==> src/hw/rtl/fys_pkg.sv <==
// Shared types and constants for the Fisher-Yates shuffler.
package fys_pkg;

    localparam int MAX_ITEMS_DEF = 64;
    localparam int ELEM_W        = 8;
    localparam int IDX_W         = 6;
    localparam int COUNT_W       = 7;
    localparam int RAND_W        = 32;
    localparam int POS_OUT_W     = 6;

    localparam logic [COUNT_W-1:0] COUNT_RESET = 7'd28;

    typedef enum logic [1:0] {
        OP_LOAD = 2'd0,
        OP_STEP = 2'd1,
        OP_READ = 2'd2,
        OP_NONE = 2'd3
    } op_t;

    typedef struct packed {
        op_t               op;
        logic [IDX_W-1:0]  index;
        logic [ELEM_W-1:0] element;
        logic [RAND_W-1:0] random_word;
    } cmd_t;

    typedef struct packed {
        logic [ELEM_W-1:0]    read_element;
        logic [POS_OUT_W-1:0] step_position;
        logic [POS_OUT_W-1:0] chosen_position;
        logic                 shuffle_done;
    } rsp_t;

endpackage

==> src/hw/rtl/fisher_yates_shuffler.sv <==
// Fisher-Yates shuffler top level: entry store, modulo unit and swap sequencer.
// One command item is worked at a time; cmd_stall is high from acceptance until the
// result has been moved into the output register. A load, an unknown op or a finished
// step goes straight to the result state; a read waits for the read data. A swapping
// step works out the bit-serial remainder of random_word by (position+1), then read,
// read and two writes through the store's single write port. The result register
// lets the next item in while the previous result still waits on rsp_stall. The store
// is not cleared at reset; entries must be loaded before they are read or shuffled.
module fisher_yates_shuffler #(
    parameter int MAX_ITEMS = fys_pkg::MAX_ITEMS_DEF
) (
    input  logic                          clk,
    input  logic                          rst_n,
    input  logic                          cmd_valid,
    output logic                          cmd_stall,
    input  fys_pkg::cmd_t                 cmd,
    output logic                          rsp_valid,
    input  logic                          rsp_stall,
    output fys_pkg::rsp_t                 rsp,
    input  logic                          cfg_valid,
    output logic                          cfg_ready,
    input  logic [fys_pkg::COUNT_W-1:0]   cfg_data
);

    localparam int PW  = $clog2(MAX_ITEMS);
    localparam int DW  = PW + 1;
    localparam int CNW = $clog2(fys_pkg::RAND_W);

    typedef enum logic [2:0] {
        S_IDLE,
        S_RD_WAIT,
        S_DIV,
        S_SWAP_RD,
        S_SWAP_WR1,
        S_SWAP_WR2,
        S_RESP
    } state_t;

    // Saturate the count into 2..MAX_ITEMS and give the starting position.
    function automatic logic [PW-1:0] start_pos(input logic [fys_pkg::COUNT_W-1:0] c);
        logic [PW-1:0] r;
        if (c < 2)
            r = PW'(1);
        else if (int'(c) > MAX_ITEMS)
            r = PW'(MAX_ITEMS - 1);
        else
            r = PW'(c - 1'b1);
        return r;
    endfunction

    state_t                       state_reg, state_next;
    logic [PW-1:0]                pos_reg, pos_next;
    logic [PW-1:0]                restart_reg, restart_next;
    logic [fys_pkg::RAND_W-1:0]   dvd_reg, dvd_next;
    logic [DW-1:0]                rem_reg, rem_next;
    logic [DW-1:0]                dvs_reg, dvs_next;
    logic [CNW-1:0]               cnt_reg, cnt_next;
    logic [fys_pkg::ELEM_W-1:0]   vp_reg, vp_next;
    fys_pkg::rsp_t                res_reg, res_next;
    logic                         rsp_valid_reg, rsp_valid_next;
    fys_pkg::rsp_t                rsp_reg, rsp_next;

    logic                         ram_we;
    logic [PW-1:0]                ram_waddr;
    logic [fys_pkg::ELEM_W-1:0]   ram_wdata;
    logic                         ram_re;
    logic [PW-1:0]                ram_raddr;
    logic [fys_pkg::ELEM_W-1:0]   ram_rdata;

    logic                         cmd_acc;
    logic                         idx_ok;
    logic [DW:0]                  trial;
    logic [PW-1:0]                chosen;

    assign cmd_stall = (state_reg != S_IDLE);
    assign cfg_ready = (state_reg == S_IDLE);
    assign cmd_acc   = cmd_valid && (state_reg == S_IDLE);
    assign idx_ok    = int'(cmd.index) < MAX_ITEMS;
    assign trial     = {rem_reg, dvd_reg[fys_pkg::RAND_W-1]};
    assign chosen    = PW'(rem_reg);
    assign rsp_valid = rsp_valid_reg;
    assign rsp       = rsp_reg;

    fys_ram #(
        .WIDTH (fys_pkg::ELEM_W),
        .DEPTH (MAX_ITEMS)
    ) u_store (
        .clk   (clk),
        .we    (ram_we),
        .waddr (ram_waddr),
        .wdata (ram_wdata),
        .re    (ram_re),
        .raddr (ram_raddr),
        .rdata (ram_rdata)
    );

    always_comb
    begin
        state_next     = state_reg;
        pos_next       = pos_reg;
        restart_next   = restart_reg;
        dvd_next       = dvd_reg;
        rem_next       = rem_reg;
        dvs_next       = dvs_reg;
        cnt_next       = cnt_reg;
        vp_next        = vp_reg;
        res_next       = res_reg;
        rsp_valid_next = rsp_valid_reg;
        rsp_next       = rsp_reg;
        ram_we         = 1'b0;
        ram_waddr      = pos_reg;
        ram_wdata      = ram_rdata;
        ram_re         = 1'b0;
        ram_raddr      = pos_reg;

        if (rsp_valid_reg && !rsp_stall)
            rsp_valid_next = 1'b0;

        case (state_reg)
            S_IDLE:
            begin
                if (cfg_valid)
                begin
                    restart_next = start_pos(cfg_data);
                    pos_next     = start_pos(cfg_data);
                end
                if (cmd_acc)
                begin
                    res_next = '0;
                    case (cmd.op)
                        fys_pkg::OP_LOAD:
                        begin
                            ram_we    = idx_ok;
                            ram_waddr = PW'(cmd.index);
                            ram_wdata = cmd.element;
                            pos_next  = restart_reg;
                            res_next.shuffle_done = (restart_reg == '0);
                            state_next = S_RESP;
                        end
                        fys_pkg::OP_STEP:
                        begin
                            if (pos_reg == '0)
                            begin
                                res_next.shuffle_done = 1'b1;
                                state_next = S_RESP;
                            end
                            else
                            begin
                                // fetch entry[p] while the remainder is worked out
                                ram_re    = 1'b1;
                                ram_raddr = pos_reg;
                                dvd_next  = cmd.random_word;
                                rem_next  = '0;
                                dvs_next  = DW'(pos_reg) + 1'b1;
                                cnt_next  = '0;
                                state_next = S_DIV;
                            end
                        end
                        fys_pkg::OP_READ:
                        begin
                            res_next.shuffle_done = (pos_reg == '0);
                            if (idx_ok)
                            begin
                                ram_re    = 1'b1;
                                ram_raddr = PW'(cmd.index);
                                state_next = S_RD_WAIT;
                            end
                            else
                            begin
                                state_next = S_RESP;
                            end
                        end
                        default:
                        begin
                            res_next.shuffle_done = (pos_reg == '0);
                            state_next = S_RESP;
                        end
                    endcase
                end
            end
            S_RD_WAIT:
            begin
                res_next.read_element = ram_rdata;
                state_next = S_RESP;
            end
            S_DIV:
            begin
                // restoring division, one quotient bit per cycle
                if (trial >= {1'b0, dvs_reg})
                    rem_next = DW'(trial - {1'b0, dvs_reg});
                else
                    rem_next = DW'(trial);
                dvd_next = dvd_reg << 1;
                cnt_next = cnt_reg + 1'b1;
                if (cnt_reg == CNW'(fys_pkg::RAND_W - 1))
                    state_next = S_SWAP_RD;
            end
            S_SWAP_RD:
            begin
                vp_next   = ram_rdata;
                ram_re    = 1'b1;
                ram_raddr = chosen;
                state_next = S_SWAP_WR1;
            end
            S_SWAP_WR1:
            begin
                ram_we    = 1'b1;
                ram_waddr = pos_reg;
                ram_wdata = ram_rdata;
                state_next = S_SWAP_WR2;
            end
            S_SWAP_WR2:
            begin
                ram_we    = 1'b1;
                ram_waddr = chosen;
                ram_wdata = vp_reg;
                res_next.step_position   = fys_pkg::POS_OUT_W'(pos_reg);
                res_next.chosen_position = fys_pkg::POS_OUT_W'(chosen);
                res_next.shuffle_done    = (pos_reg == PW'(1));
                pos_next  = pos_reg - 1'b1;
                state_next = S_RESP;
            end
            S_RESP:
            begin
                if (!rsp_valid_reg || !rsp_stall)
                begin
                    rsp_valid_next = 1'b1;
                    rsp_next       = res_reg;
                    state_next     = S_IDLE;
                end
            end
            default:
            begin
                state_next = S_IDLE;
            end
        endcase
    end

    always_ff @(posedge clk or negedge rst_n)
    begin
        if (!rst_n)
        begin
            state_reg     <= S_IDLE;
            pos_reg       <= start_pos(fys_pkg::COUNT_RESET);
            restart_reg   <= start_pos(fys_pkg::COUNT_RESET);
            cnt_reg       <= '0;
            rsp_valid_reg <= 1'b0;
        end
        else
        begin
            state_reg     <= state_next;
            pos_reg       <= pos_next;
            restart_reg   <= restart_next;
            cnt_reg       <= cnt_next;
            rsp_valid_reg <= rsp_valid_next;
        end
    end

    always_ff @(posedge clk)
    begin
        dvd_reg <= dvd_next;
        rem_reg <= rem_next;
        dvs_reg <= dvs_next;
        vp_reg  <= vp_next;
        res_reg <= res_next;
        rsp_reg <= rsp_next;
    end

endmodule

==> src/hw/rtl/fys_ram.sv <==
// Simple dual-port RAM: one write port, one read port with registered read data.
module fys_ram #(
    parameter int WIDTH = 8,
    parameter int DEPTH = 64
) (
    input  logic                     clk,
    input  logic                     we,
    input  logic [$clog2(DEPTH)-1:0] waddr,
    input  logic [WIDTH-1:0]         wdata,
    input  logic                     re,
    input  logic [$clog2(DEPTH)-1:0] raddr,
    output logic [WIDTH-1:0]         rdata
);

    logic [WIDTH-1:0] mem [DEPTH];
    logic [WIDTH-1:0] rdata_reg;

    always_ff @(posedge clk)
    begin
        if (we)
        begin
            mem[waddr] <= wdata;
        end
        if (re)
        begin
            rdata_reg <= mem[raddr];
        end
    end

    assign rdata = rdata_reg;

endmodule

==> config.mk <==
export PLATFORM = sky130hd
export DESIGN_NAME = fisher_yates_shuffler
export DESIGN_NICKNAME = d
export VERILOG_FILES = /design/src/hw/rtl/fys_pkg.sv /design/src/hw/rtl/fisher_yates_shuffler.sv /design/src/hw/rtl/fys_ram.sv
export SDC_FILE = /design/constraint.sdc
export NUM_CORES = 1
export LEC_CHECK = 0
export ABC_AREA = 0
export BUFFER_PORTS_ARGS = -buffer_cell sky130_fd_sc_hd__buf_2
export CORE_MARGIN = 5
export CORE_UTILIZATION = 58
export CTS_BUF_LIST = sky130_fd_sc_hd__clkbuf_8
export DETAILED_ROUTE_END_ITERATION = 8
export PLACE_DENSITY = 0.77
export SLEW_MARGIN = 20
export SYNTH_ARGS = -nofsm -noshare
export SYNTH_HDL_FRONTEND = slang
export SYNTH_SLANG_ARGS = --single-unit
==> constraint.sdc <==
create_clock -name clk -period 3.4 [get_ports clk]
set_input_delay 1.02 -clock clk [delete_from_list [all_inputs] [get_ports clk]]
set_output_delay 1.02 -clock clk [all_outputs]
set_load 0.005 [all_outputs]
==> metrics.md <==
| Metric | Value |
|---|---|
| Status | `finished with violations` |
| Failing checks | `setup timing` |
| Unrepaired setup endpoints after global routing | `yes` |
| Reg2reg setup slack | `-20 ps` |
| Vias in the first global route | `17300` |
| Max reg flops | `512` |
| Yosys top cell area share | `0.707` |
| Total setup buffers inserted after CTS | `0` |
| Biggest area consumer among synthesized cells | `edfxtp_1` |
| CP max stage delay | `800 ps` |
| Min Tclk post-route | `3420 ps` |
| Post-Syn Area | `0.0262 mm²` |
| CTS tree | `built` |
| DIE AREA | `0.0495 mm²` |
| Cells after Synth | `1976` |
| Post-synthesis sequential area ratio | `0.727` |
| Core Rows | `77` |
| Hold buffers post-CTS | `0` |
| Fin area | `0.0306 mm²` |
| Worst-Skew Late Latency | `690 ps` |
| IO Port Bufs | `83` |
| Worst Path Buf+Inv | `3` |
| Clock tree buffer depth | `3` |
| Clock power frac | `0.182` |
| Rel. slew slack | `0.404` |
| I/O pin cnt | `84` |
| First-pass GRT wire length | `99100 µm` |
| VDD IR max | `783 µV` |
| Worst-path fanout max | `18` |
| DRT antenna net count | `0` |
| Reg area | `0.0190 mm²` |
| Root buffer cell | `clkbuf_8` |
| Syn_nets | `2054` |
| Crit share post-route | `1.01` |
| Static Leak | `11.0 nW` |
| Crit Path Category | `register to register` |
| Ys async rst share | `0.0330` |
| Final Max Slew Viols | `0` |
| Hold WC Path Type | `input port to async pin` |
| Total GRT Usage | `0.259` |
| Clock sink count | `637` |
| PwrDens | `1020 mW/mm²` |
| Combinational fraction of design power | `0.451` |
| Layout cells sized above 1 | `0.206` |
| Top delay family on crit path | `simple AND/OR/NAND/NOR gates` |
| CP Data Required Time | `3690 ps` |
| Pint | `19.0 mW` |
| NetSw | `12.3 mW` |
| Chip Height | `222 µm` |
| Maximum level of the CTS H-tree | `3` |
| Wire per inst | `22.4 µm` |
| Nets@finish | `2327` |
| Placed Instance Area | `0.0288 mm²` |
| Skew final | `41.7 ps` |
| Via density | `6.09` |
| CP endpoint kind | `register` |
| Largest net degree at the start of global routing | `102` |
| Dominant cells by area after synthesis | `edfxtp_1 (71%), nand2_1 (7.2%), mux2i_1 (2.6%)` |
| Worst path cell trace | `buf_4 -> inv_1 -> nor3_2 -> buf_4 -> and2_1 -> a221o_1 -> nor2_1 -> nand2_1 -> nor2_1` |
| Detailed Route Iter0 Violations | `2536` |
| Critical-path top delay cell | `nor2_1` |
| Ys Warns | `0` |
| Core area | `0.0444 mm²` |
| GP Congestion | `0.896` |
| Max cap viols | `0` |
| Switch share | `0.393` |
| Hold_ws | `306 ps` |
| # setup viols final | `8` |
| Fillers | `2908` |
| Mean Syn Cell Area | `13.2 µm²` |
| Vias post-DR | `17700` |
| CTS buffer count | `99` |
| Reg power frac | `0.367` |
| Final hold vios | `0` |
| Cell with the most instances after synthesis | `edfxtp_1` |
| Number of flops mapped to enable cells by yosys | `616` |
| Antenna Cells | `0` |
| DRC violations left | `0` |
| Syn-to-layout area delta | `17.0%` |
| Die Width | `222 µm` |
| Critical path startpoint category | `register` |
| Detailed-router iteration count before antenna repair | `8` |
| Fmax achieved | `0.292 GHz` |
| DRT Wirelength | `65200 µm` |
| Total gr overflow | `0` |
| Area occupied by multi-input gates | `0.00668 mm²` |
| Initial antenna violation count | `2` |
| Final setup margin | `-18.8 ps` |
| Synth unique cells | `57` |
| Least-Margin Pin Slew | `890 ps` |
| Critical Path AT | `3710 ps` |
| Clock slew at reported path FFs | `60 ps` |
| Synth Register Bits | `637` |
| Synth Flop Type | `edfxtp_1` |
| HPWL Detailed | `42100 µm` |
| Initial Utilization | `0.589` |
| Synth cell count leaders | `edfxtp_1 (616), nand2_1 (499), nor2_1 (121)` |
## cell type report
cell class,instances,share of cell area
sequential,637,0.621
multi-input combinational,1198,0.218
timing repair buffer,284,0.0759
clock buffer,105,0.0472
tap,592,0.0242
clock inverter,65,0.00923
inverter,29,0.00453
## per-stage QoR
stage	power [mW]	std cells	util	setup TNS (ps)	setup slack, ps
final	31.2	2910	0.690	-98.0	-18.8
after global routing	32.6	2910	0.690	-4780	-139
after CTS	30.9	2910	0.688	-2980	-101
after detailed placement	25.2	2740	0.648	-170020	-545
after global placement	24.8	2740	0.648	-149970	-485
after floorplan	19.0	1976	-	-16170	-48.8
## routing by layer
metal | vias up | part of all wire | GRT usage
li1 | 7900 | - | -
met1 | 8540 | 0.39 | 0.351
met2 | 1133 | 0.47 | 0.407
met3 | 155 | 0.11 | 0.0714
met4 | 4 | 0.031 | 0.0960
met5 | - | 0.00035 | 0
## cell families (layout without fill, tap and decap cells)
group | Yosys count | in the layout | synth area share
mux | 71 | 71 | 0.0272
simple gates | 817 | 817 | 0.134
flops | 637 | 637 | 0.727
buf+inv | 141 | 483 | 0.0239
compound gates | 281 | 281 | 0.0754
fa+ha+maj | 18 | 18 | 0.00889
xor+xnor | 11 | 11 | 0.00368
## cells in the final DEF (no fill, tap or decap), types with 19 or more instances in the layout
cell type,n
edfxtp_1,616
clkbuf_8,105
buf_2,83
nor2_2,30
buf_4,169
o2111ai_1,30
mux2i_1,69
nor2_1,88
nand2_1,496
a32oi_1,60
inv_1,54
and2_1,19
o21ai_0,32
nand3_1,103
a21oi_1,73
a22oi_1,20
clkinv_1,23
buf_12,32
## power by group through the flow
stage | Clock (mW) | Combinational [mW] | Sequential, mW
final | 5.68 | 14.1 | 11.5
after global routing | 6.13 | 15.0 | 11.5
after CTS | 5.74 | 13.7 | 11.4
after detailed placement | 0 | 13.6 | 11.6
after global placement | 0 | 13.3 | 11.6
after floorplan | 0 | 7.61 | 11.4
## timing repair
action                                  CTS  global route
pin swaps                                 0             0
endpoints found under the setup margin   92           355
resized for setup                         8            34
## path summary, 6_finish.rpt
path                       depth (start not counted)                           to                      start
min in group clk                                   0            rsp[13]$_DFFE_PP_  res_reg[13]$_SDFFCE_PN0P_
max reg2reg                                        9  u_store.mem[5][7]$_DFFE_PP_   state_reg[2]$_DFFE_PN0P_
min                                                1   restart_reg[2]$_DFFE_PN0P_                      rst_n
max                                                9  u_store.mem[5][7]$_DFFE_PP_   state_reg[2]$_DFFE_PN0P_
max in group asynchronous                          1     state_reg[1]$_DFFE_PN0P_                      rst_n
min reg2reg                                        0            rsp[13]$_DFFE_PP_  res_reg[13]$_SDFFCE_PN0P_
Power figures use the tool's default switching activity.
